==> config.mk <==
export PLATFORM = sky130hd
export DESIGN_NAME = min_priority_task_queue_top
export DESIGN_NICKNAME = d
export VERILOG_FILES = /design/src/mpq_pkg.sv /design/src/mpq_table.sv /design/src/mpq_scan.sv /design/src/min_priority_task_queue_top.sv
export VERILOG_INCLUDE_DIRS = /design/src /design/src/src
export SDC_FILE = /design/constraint.sdc
export NUM_CORES = 1
export LEC_CHECK = 0
export ABC_AREA = 1
export BUFFER_PORTS_ARGS = -buffer_cell sky130_fd_sc_hd__clkbuf_2
export CORE_ASPECT_RATIO = 0.9
export CORE_MARGIN = 2
export CORE_UTILIZATION = 29
export CTS_BUF_LIST = sky130_fd_sc_hd__clkbuf_16
export CTS_CLUSTER_DIAMETER = 80
export DETAILED_ROUTE_END_ITERATION = 12
export MAX_ROUTING_LAYER = met4
export PLACE_DENSITY_LB_ADDON = 0.12
export SYNTH_ARGS = -nofsm -noshare
export SYNTH_HDL_FRONTEND = slang
export SYNTH_SLANG_ARGS = --single-unit
==> constraint.sdc <==
create_clock -name clk -period 5.95 [get_ports clk]
set_input_delay 0.2975 -clock clk [delete_from_list [all_inputs] [get_ports clk]]
set_output_delay 0.2975 -clock clk [all_outputs]
set_load 0.02 [all_outputs]
==> src/assert_macros.svh <==
// ----------------------------------------------------------------------------
// assert_macros.svh
// Shared concurrent assertion macros for the task queue RTL.
// ----------------------------------------------------------------------------
`ifndef ASSERT_MACROS_SVH
`define ASSERT_MACROS_SVH

// Check that cons holds in the same cycle as ante, outside reset.
`define ASSERT_SAME(label, clk, rst_n, ante, cons, msg) \
    label: assert property (@(posedge clk) disable iff (!rst_n) (ante) |-> (cons)) \
        else $error(msg);

// Check that cons holds in the cycle after ante, outside reset.
`define ASSERT_NEXT(label, clk, rst_n, ante, cons, msg) \
    label: assert property (@(posedge clk) disable iff (!rst_n) (ante) |=> (cons)) \
        else $error(msg);

`endif

==> src/mpq_pkg.sv <==
// ----------------------------------------------------------------------------
// mpq_pkg
// Types and constants shared by the task queue modules.
// ----------------------------------------------------------------------------
package mpq_pkg;

    localparam int CAPACITY = 16;
    localparam int ID_BITS  = 8;
    localparam int PRIO_W   = 16;
    localparam int IDX_W    = $clog2(CAPACITY);
    localparam int COUNT_W  = $clog2(CAPACITY + 1);

    // Operation codes
    localparam logic [1:0] MODE_ADD  = 2'd0;
    localparam logic [1:0] MODE_DEL  = 2'd1;
    localparam logic [1:0] MODE_TAKE = 2'd2;

    // Result status codes
    localparam logic [1:0] STAT_OK   = 2'd0;
    localparam logic [1:0] STAT_MISS = 2'd1;
    localparam logic [1:0] STAT_FULL = 2'd2;

    typedef struct packed {
        logic [1:0]                mode;
        logic [ID_BITS-1:0]        task_id;
        logic signed [PRIO_W-1:0]  priority_req;
    } req_t;

    typedef struct packed {
        logic [1:0]                status;
        logic [ID_BITS-1:0]        taken_id;
        logic signed [PRIO_W-1:0]  taken_priority;
        logic [COUNT_W-1:0]        waiting_count;
    } rsp_t;

    typedef struct packed {
        logic [ID_BITS-1:0]        id;
        logic signed [PRIO_W-1:0]  prio;
    } entry_t;

    // Running result of a table scan
    typedef struct packed {
        logic                      found;
        logic [IDX_W-1:0]          idx;
        entry_t                    entry;
    } best_t;

endpackage

==> src/mpq_table.sv <==
// ----------------------------------------------------------------------------
// mpq_table
// Task table storage: one write port, one read port with registered data.
// ----------------------------------------------------------------------------
module mpq_table (
    input  logic                       clk,
    input  logic                       we,
    input  logic [mpq_pkg::IDX_W-1:0]  wr_addr,
    input  mpq_pkg::entry_t            wr_data,
    input  logic [mpq_pkg::IDX_W-1:0]  rd_addr,
    output mpq_pkg::entry_t            rd_data
);
    import mpq_pkg::*;

    entry_t mem [CAPACITY];

    // Write entry
    always_ff @(posedge clk)
    begin
        if (we)
        begin
            mem[wr_addr] <= wr_data;
        end
    end

    // Register read data
    always_ff @(posedge clk)
    begin
        rd_data <= mem[rd_addr];
    end

endmodule

==> src/mpq_scan.sv <==
// ----------------------------------------------------------------------------
// mpq_scan
// Shared compare unit: tracks first id match or earliest minimum priority.
// ----------------------------------------------------------------------------
module mpq_scan (
    input  logic                        clk,
    input  logic                        rst_n,
    input  logic                        clr,
    input  logic                        vld,
    input  logic                        take,
    input  logic [mpq_pkg::ID_BITS-1:0] key_id,
    input  logic [mpq_pkg::IDX_W-1:0]   idx,
    input  mpq_pkg::entry_t             entry,
    output mpq_pkg::best_t              best
);
    import mpq_pkg::*;

    best_t best_reg;
    best_t best_next;
    logic  hit;

    // Strict less-than keeps the earliest entry among equal priorities
    always_comb
    begin
        if (take)
        begin
            hit = !best_reg.found ||
                  ($signed(entry.prio) < $signed(best_reg.entry.prio));
        end
        else
        begin
            hit = !best_reg.found && (entry.id == key_id);
        end
    end

    always_comb
    begin
        best_next = best_reg;
        if (clr)
        begin
            best_next.found = 1'b0;
        end
        else if (vld && hit)
        begin
            best_next.found = 1'b1;
            best_next.idx   = idx;
            best_next.entry = entry;
        end
    end

    always_ff @(posedge clk or negedge rst_n)
    begin
        if (!rst_n)
        begin
            best_reg <= '0;
        end
        else
        begin
            best_reg <= best_next;
        end
    end

    assign best = best_reg;

endmodule

==> src/min_priority_task_queue_top.sv <==
// ----------------------------------------------------------------------------
// min_priority_task_queue_top
// Ordered task table with add, delete by id and take lowest priority.
// ----------------------------------------------------------------------------
// A request transfers when start is high and busy is low; its single result
// appears on rsp with done high for one cycle and cannot be held off. Add, an
// unknown mode, and delete or take on an empty table return their result in
// the cycle after the transfer. Delete and take on a table of N entries first
// scan all N entries through the single table read port and compare unit, then
// close the gap by moving each later entry down one slot (no move when the hit
// is the last entry), and then return the result. A miss on delete skips the
// move. Worst case is a full table of 16 with a hit at position 0, set by the
// one-entry-per-cycle port.
// ----------------------------------------------------------------------------
`include "assert_macros.svh"

module min_priority_task_queue_top (
    input  logic            clk,
    input  logic            rst_n,
    input  logic            start,
    output logic            busy,
    input  mpq_pkg::req_t   req,
    output logic            done,
    output mpq_pkg::rsp_t   rsp
);
    import mpq_pkg::*;

    typedef enum logic [2:0] {
        ST_IDLE  = 3'b001,
        ST_SCAN  = 3'b010,
        ST_SHIFT = 3'b100
    } state_t;

    state_t              state_reg,  state_next;
    req_t                req_reg,    req_next;
    rsp_t                rsp_reg,    rsp_next;
    logic                done_reg,   done_next;
    logic [COUNT_W-1:0]  count_reg,  count_next;
    logic [COUNT_W-1:0]  ptr_reg,    ptr_next;
    logic                rd_vld_reg, rd_vld_next;
    logic [IDX_W-1:0]    rd_idx_reg, rd_idx_next;

    logic                mem_we;
    logic [IDX_W-1:0]    wr_addr;
    entry_t              wr_data;
    entry_t              rd_data;
    logic                scan_clr;
    logic                is_take;
    best_t               best;

    mpq_table u_table (
        .clk     (clk),
        .we      (mem_we),
        .wr_addr (wr_addr),
        .wr_data (wr_data),
        .rd_addr (ptr_reg[IDX_W-1:0]),
        .rd_data (rd_data)
    );

    assign is_take = (req_reg.mode == MODE_TAKE);

    mpq_scan u_scan (
        .clk    (clk),
        .rst_n  (rst_n),
        .clr    (scan_clr),
        .vld    (rd_vld_reg && (state_reg == ST_SCAN)),
        .take   (is_take),
        .key_id (req_reg.task_id),
        .idx    (rd_idx_reg),
        .entry  (rd_data),
        .best   (best)
    );

    // Sequence one operation
    always_comb
    begin
        state_next  = state_reg;
        req_next    = req_reg;
        rsp_next    = rsp_reg;
        done_next   = 1'b0;
        count_next  = count_reg;
        ptr_next    = ptr_reg;
        rd_vld_next = 1'b0;
        rd_idx_next = rd_idx_reg;
        mem_we      = 1'b0;
        wr_addr     = count_reg[IDX_W-1:0];
        wr_data     = '{id: req.task_id, prio: req.priority_req};
        scan_clr    = 1'b0;

        unique case (state_reg)
            ST_IDLE:
            begin
                if (start)
                begin
                    req_next                = req;
                    rsp_next.taken_id       = '0;
                    rsp_next.taken_priority = '0;
                    rsp_next.waiting_count  = count_reg;
                    if (req.mode == MODE_ADD)
                    begin
                        done_next = 1'b1;
                        if (count_reg == COUNT_W'(CAPACITY))
                        begin
                            rsp_next.status = STAT_FULL;
                        end
                        else
                        begin
                            mem_we                 = 1'b1;
                            count_next             = count_reg + 1'b1;
                            rsp_next.status        = STAT_OK;
                            rsp_next.waiting_count = count_reg + 1'b1;
                        end
                    end
                    else if (((req.mode == MODE_DEL) || (req.mode == MODE_TAKE)) &&
                             (count_reg != '0))
                    begin
                        state_next = ST_SCAN;
                        ptr_next   = '0;
                        scan_clr   = 1'b1;
                    end
                    else
                    begin
                        done_next       = 1'b1;
                        rsp_next.status = STAT_MISS;
                    end
                end
            end

            ST_SCAN:
            begin
                if (ptr_reg < count_reg)
                begin
                    rd_vld_next = 1'b1;
                    rd_idx_next = ptr_reg[IDX_W-1:0];
                    ptr_next    = ptr_reg + 1'b1;
                end
                else if (!rd_vld_reg)
                begin
                    if (!best.found)
                    begin
                        done_next       = 1'b1;
                        rsp_next.status = STAT_MISS;
                        state_next      = ST_IDLE;
                    end
                    else
                    begin
                        ptr_next   = {1'b0, best.idx} + 1'b1;
                        state_next = ST_SHIFT;
                    end
                end
            end

            ST_SHIFT:
            begin
                // Move each later entry down one slot
                if (rd_vld_reg)
                begin
                    mem_we  = 1'b1;
                    wr_addr = rd_idx_reg - 1'b1;
                    wr_data = rd_data;
                end
                if (ptr_reg < count_reg)
                begin
                    rd_vld_next = 1'b1;
                    rd_idx_next = ptr_reg[IDX_W-1:0];
                    ptr_next    = ptr_reg + 1'b1;
                end
                else if (!rd_vld_reg)
                begin
                    count_next             = count_reg - 1'b1;
                    done_next              = 1'b1;
                    rsp_next.status        = STAT_OK;
                    rsp_next.waiting_count = count_reg - 1'b1;
                    if (is_take)
                    begin
                        rsp_next.taken_id       = best.entry.id;
                        rsp_next.taken_priority = best.entry.prio;
                    end
                    state_next = ST_IDLE;
                end
            end

            default:
            begin
                state_next = ST_IDLE;
            end
        endcase
    end

    // Hold control state
    always_ff @(posedge clk or negedge rst_n)
    begin
        if (!rst_n)
        begin
            state_reg  <= ST_IDLE;
            done_reg   <= 1'b0;
            count_reg  <= '0;
            ptr_reg    <= '0;
            rd_vld_reg <= 1'b0;
        end
        else
        begin
            state_reg  <= state_next;
            done_reg   <= done_next;
            count_reg  <= count_next;
            ptr_reg    <= ptr_next;
            rd_vld_reg <= rd_vld_next;
        end
    end

    // Hold payload
    always_ff @(posedge clk)
    begin
        req_reg    <= req_next;
        rsp_reg    <= rsp_next;
        rd_idx_reg <= rd_idx_next;
    end

    assign busy = (state_reg != ST_IDLE);
    assign done = done_reg;
    assign rsp  = rsp_reg;

    // Checks
    `ASSERT_SAME(a_count_cap, clk, rst_n, 1'b1, count_reg <= COUNT_W'(CAPACITY), "count over capacity")
    `ASSERT_SAME(a_count_match, clk, rst_n, done_reg, rsp_reg.waiting_count == count_reg, "stale waiting count")
    `ASSERT_SAME(a_full_count, clk, rst_n, done_reg && (rsp_reg.status == STAT_FULL), count_reg == COUNT_W'(CAPACITY), "full status on non-full table")
    `ASSERT_NEXT(a_done_idle, clk, rst_n, (state_reg == ST_SHIFT) && done_next, !busy, "busy after result")

endmodule
==> metrics.txt, run 1 <==
max frequency 0.2762 GHz; Starting Density 0.2937; Leakage about 8.0 nW; mapped cell area between 20000 and 25000 µm²; setup tns final 0 ns; clk_lat worst skew between 0.6 and 0.7 ns; area of the multi-input gates between 5000 and 6000 µm²; total CTS buffers 57; hpwl dp 32.09 mm; Worst Slack Setup Final around 2.3 ns; post-DR vias/cell between 4 and 5; period utilization 0.6085; GRT Total Usage 0.1573; YS warnings 0; most frequent cells in the layout 429 x edfxtp_1, 208 x nand2_1, 188 x nor2_1; Max clock buf depth 3; Core ar. approximately 69000 µm²; CP peak stage delay around 0.85 ns; final cell count without fillers 2591; share of post-route cells with drive strength above 1 0.1312; CP Cell Sequence nor3_4, nand2_2, inv_1, buf_4, nand2_1, nand2_1, nand2_1, nor2_4; Layout area overhead 16.61%; Final nets approximately 1700; Post-Place Cells 2472; max_cap viols 0; DR iter-0 viols between 900 and 1000; slowest CP cell nor2_4; CP max FO 39; Port Buf Inserts 61; PD cells 404.4 nW/µm²; CP top delay family simple AND/OR/NAND/NOR gates; I/O pins a little over 60; CTS sink count between 400 and 500; dpl ws between 2 and 2.5 ns; Slew Limit Fails 0; headroom to the max-slew limit 0.2731; RSZ-0062 raised after global routing no; Most common cell on crit path nand2_1; htree depth 2; die width between 200 and 300 µm; Worst Tran Pin Value 1.088 ns; Synth Area per Inst approximately 13 µm²; vias between 10000 and 15000; Filler Cells Inserted ~6800; postcts setup bufs 0; status finished, final reports clean; GRT overflow 0; CTS tree done; VDD IR max 251.8 µV; first-pass GRT wire length slightly above 80 mm; area share of the leading cell type in the synthesized netlist 0.6378; Final Hold Vio Count 0; DR pass1 iterations 5; Die Area 71780 µm²; critical path type reg2reg; vias in the first global route ~12000; Buf/Inv on CP 2; #FFs+latches synth about 500; min Tclk post-route 3.621 ns; # setup viols final 0; top_reg_cell synth edfxtp_1; Min Hold Slack between 0.2 and 0.3 ns; skew final roughly 0.013 ns; Cells after Synth 1543; CP Launch Type flip-flop; critical path arrival 3.85 ns; drc violations 0; sequential area share after synthesis 0.7161; Die Ht roughly 250 µm; WL/cell about 21 µm; min-delay worst type in2reg; max reg flops 384; register area between 10000 and 15000 µm²; Yosys top cell by area edfxtp_1; Post-synth EDFFs between 400 and 500; Unique masters post-synth 44; Synth Net Count approximately 1600; CTS clk-pin slew, worst paths 0.06 ns; Total Wirelength roughly 55 mm; most common cell after layout, fill and taps aside edfxtp_1; CP required 6.18 ns; Antenna diodes 0; initial antenna violation count 1; synth top area cells edfxtp_1 64%, dfrtp_1 5.3%, nand2_1 3.9%, nor2_1 3.8%, mux2i_1 3.4%; number of cell rows 91; Worst Setup End Kind flip-flop; post-route core utilization 0.3425; CTS root buf clkbuf_16; Final GP Congestion 0.7590; antenna viol nets, final 0; largest net degree at the start of global routing 93; Post-synth ARST share 0.08853
[layer usage]
layer,track usage,share of wire
met5,-,0
met3,0.02492,0.053
met2,0.2337,0.44
met4,0.04263,0.021
met1,0.2233,0.48
[synthesized netlist by cell type, types with 3 or more instances]
master	number
nand2_1	209
edfxtp_1	429
nand3_1	59
o32ai_1	26
o211ai_1	28
o21ai_1	7
inv_2	11
nand2_2	3
o22ai_1	3
nand4_1	5
buf_4	10
nor2_1	204
xnor2_1	4
o21ai_0	121
buf_2	22
inv_1	61
nor3_1	8
mux2i_1	69
dfrtp_1	43
ha_1	25
a21oi_1	10
o221ai_1	69
xor2_1	9
clkbuf_1	53
nand3_2	5
dfxtp_1	24
[area by class of cell]
type,instances,share of cell area
inverter,74,0.01211
sequential,497,0.6145
multi-input combinational,884,0.2197
timing repair buffer,99,0.02635
tap,930,0.04940
clock buffer,58,0.06162
clock inverter,49,0.01631
[power breakdown]
group / internal, mW / switching (mW) / total (mW)
Combinational: 0.522 / 1.18 / 1.70
Clock: 2.02 / 1.43 / 3.45
Sequential: 4.10 / 0.279 / 4.38
Total: 6.64 / 2.88 / 9.52
[cells by family after synthesis]
family,count (synthesis),share of synthesized area
and+or+nand+nor,500,0.1018
DFF,497,0.7161
AOI/OAI and AO/OA,277,0.09279
buffers and inverters,162,0.03394
muxes,69,0.03419
adders and majority gates,25,0.01549
xor gates and xnor gates,13,0.005637
[worst paths after layout]
check                               startpoint            endpoint  slack [ns]  cells past startpoint
setup / recovery                  state_reg[1]  u_table.mem[6][15]        2.33                      8
hold / removal                          req[0]   u_table.mem[7][0]        0.27                      4
setup reg to reg                  state_reg[1]  u_table.mem[6][15]        2.33                      8
hold reg to reg            u_table.rd_data[23]     u_scan.best[23]        0.47                      2
max in group asynchronous                rst_n          ptr_reg[0]        5.11                      3
min in group asynchronous                rst_n      u_scan.best[3]        0.35                      3
[worst reg2reg max path, delay by kind of cell (launching register included)]
kind,cells,cell delay (ns)
flip-flops,1,0.43
buffers and inverters,2,0.52
AND/OR/NAND/NOR,6,2.28
[what timing repair did]
item                                   4_1_cts  5_1_grt
hold buffers                                12        0
endpoints found under the hold margin       55        0
resized for setup                            0        0
[stage by stage]
step | power, mW | instance area, µm²
after floorplan | 5.456 | 20200
after global routing | 9.997 | 23550
after detailed placement | 6.172 | 21600
after global placement | 6.175 | 21600
after CTS | 9.659 | 23550
final | 9.524 | 23550
Note: power is estimated with default switching activity, not from simulation.
==> run 2: changes to the inputs <==
==> constraint.sdc (replaced) <==
create_clock -name clk -period 2.9 [get_ports clk]
set_input_delay 0.145 -clock clk [delete_from_list [all_inputs] [get_ports clk]]
set_output_delay 0.145 -clock clk [all_outputs]
set_load 0.02 [all_outputs]
==> metrics.txt, run 2 (synthesis gave the netlist of run 1 again) <==
max frequency 0.3813 GHz (was 0.2762 GHz); drc violations 0 (unchanged); grt met3 use 0.02812 (was 0.02492); first-pass GRT wire length 84.75 mm (was 81.06 mm); most common cell after layout, fill and taps aside edfxtp_1 (unchanged); vias in the first global route 12524 (was 12120); postcts setup bufs 0 (unchanged); met1 Use GR 0.2465 (was 0.2233); Total Wirelength 57.21 mm (was 54.55 mm); CP Launch Type flip-flop (unchanged); GRT Total Usage 0.1652 (was 0.1573); most frequent cells in the layout 429 x edfxtp_1, 208 x nand2_1, 188 x nor2_1 (unchanged); GRT busiest layer met1 (was met2); Hold Buf Count CTS 12 (unchanged); Die Area 71780 µm² (unchanged); dpl ws 0.2465 ns (was 2.267 ns); DR pass1 iterations 5 (unchanged); Buf/Inv on CP 4 (was 2); critical path arrival 2.96 ns (was 3.85 ns); headroom to the max-slew limit 0.5202 (was 0.2731); PD cells 818.3 nW/µm² (was 404.4 nW/µm²); # setup viols final 0 (unchanged); CP Launch Point count_reg[0] (was state_reg[1]); CP peak stage delay 0.45 ns (was 0.85 ns); CP top delay family simple AND/OR/NAND/NOR gates (unchanged); largest net degree at the start of global routing 139 (was 93); hpwl dp 37.30 mm (was 32.09 mm); htree depth 2 (unchanged); CP max FO 7 (was 39); CP Cell Sequence inv_1, ha_1, inv_1, nor3_1, nand2_1, nand2_1, o31ai_4, nand3_2, buf_4, nor2_4, buf_4 (was nor3_4, nand2_2, inv_1, buf_4, nand2_1, nand2_1, nand2_1, nor2_4); GRT overflow 0 (unchanged); Worst Tran Pin Value 0.7197 ns (was 1.088 ns); Post-Place Cells 2537 (was 2472); post-DR vias/cell 4.767 (was 4.756); WL/cell 21.57 µm (was 21.05 µm); Layout area overhead 20.14% (was 16.61%); met2 Usage GRT 0.2304 (was 0.2337); period utilization 0.9044 (was 0.6085); Final Hold Vio Count 0 (unchanged); post-route core utilization 0.3529 (was 0.3425); die width 282.2 µm (unchanged); slowest CP cell dfrtp_1 (was nor2_4); clk_lat worst skew 0.63 ns (was 0.61 ns); Slew Limit Fails 0 (unchanged); Core ar. 68770 µm² (unchanged); I/O pins 62 (unchanged); min-delay worst type in2reg (unchanged); final cell count without fillers 2652 (was 2591); Starting Density 0.2937 (unchanged); min Tclk post-route 2.623 ns (was 3.621 ns); Max clock buf depth 3 (unchanged); max_cap viols 0 (unchanged); Final GP Congestion 0.7721 (was 0.7590); r2r startpoint count_reg[0] (was state_reg[1]); status finished, final reports clean (unchanged); Worst Setup End Kind flip-flop (unchanged); max reg flops 384 (unchanged); CTS root buf clkbuf_16 (unchanged); CP required 3.24 ns (was 6.18 ns); Worst Slack Setup Final 0.2773 ns (was 2.329 ns); number of cell rows 91 (unchanged); total CTS buffers 55 (was 57); setup tns final 0 ns (unchanged); Resize count post-CTS 0 (unchanged); skew final 0.03225 ns (was 0.01307 ns); RSZ-0062 raised after global routing no (unchanged); CTS tree done (unchanged); share of post-route cells with drive strength above 1 0.1650 (was 0.1312); initial antenna violation count 1 (unchanged); CTS clk-pin slew, worst paths 0.06 ns (about the same); VDD IR max 428.9 µV (was 251.8 µV); Final nets 1730 (was 1667); Port Buf Inserts 61 (unchanged); setup slack, reg-to-reg 0.28 ns (was 2.33 ns); Hold Path Origin req[4] (was req[0]); antenna viol nets, final 0 (unchanged); Min Hold Slack 0.1000 ns (was 0.2728 ns); CTS sink count 497 (unchanged); Die Ht 254.4 µm (unchanged); DR iter-0 viols 928 (was 949); Leakage 8.381 nW (was 8.038 nW); critical path type reg2reg (unchanged); vias 12641 (was 12323)
## run 2: cell types whose count changed in the layout (fill, tap and decap cells not counted), sizes merged
cell / previous run / this run
diode: 0 / 1
clkbuf: 119 / 116
clkinv: 28 / 31
clkinvlp: 1 / 2
buf: 26 / 91
bufinv: 6 / 5
inv: 88 / 83
## run 2: area by class of cell
class                           count  area (µm²)
Tap cell                          930        1164
Multi-Input combinational cell    884        5175
Sequential cell                   497       14470
Clock inverter                     47       406.6
Fill cell                        6800       44500
Inverter                           74       285.3
Timing Repair Buffer              164        1384
Antenna cell                        1       2.502
Clock buffer                       55        1376
## run 2: final timing paths
check / endpoint / depth (start not counted)
min in group asynchronous: state_reg[1] / 2
max reg2reg: u_table.mem[7][11] / 11
max: u_table.mem[7][11] / 11
max in group asynchronous: u_scan.best[17] / 3
min reg2reg: u_scan.best[2] / 2
min: u_table.mem[13][4] / 4
## run 2: through the flow
stage	area, µm²	power (mW)
after floorplan	20200	11.19
after CTS	24260	20.11
after detailed placement	22360	13.15
final	24270	19.86
after global routing	24260	20.83
after global placement	22360	13.13
## run 2: worst min-delay path, cell delays in order
cell	delay (ns)
clkbuf_2	0.08
nand2_1	0.05
nand2_1	0.06
buf_4	0.23
## run 2: power breakdown
part	switching, mW	internal, mW	leakage (nW)	total (mW)
combinational	2.82	1.25	2.80	4.07
sequential	0.497	8.41	4.68	8.90
clock	2.97	3.92	0.902	6.88
total	6.28	13.6	8.38	19.9
## run 2: layer usage
layer | vias to the layer above | part of all wire
met1 | 6361 | 0.51
met4 | 0 | 0.022
met3 | 83 | 0.047
li1 | 5946 | -
met5 | - | 0
met2 | 251 | 0.42
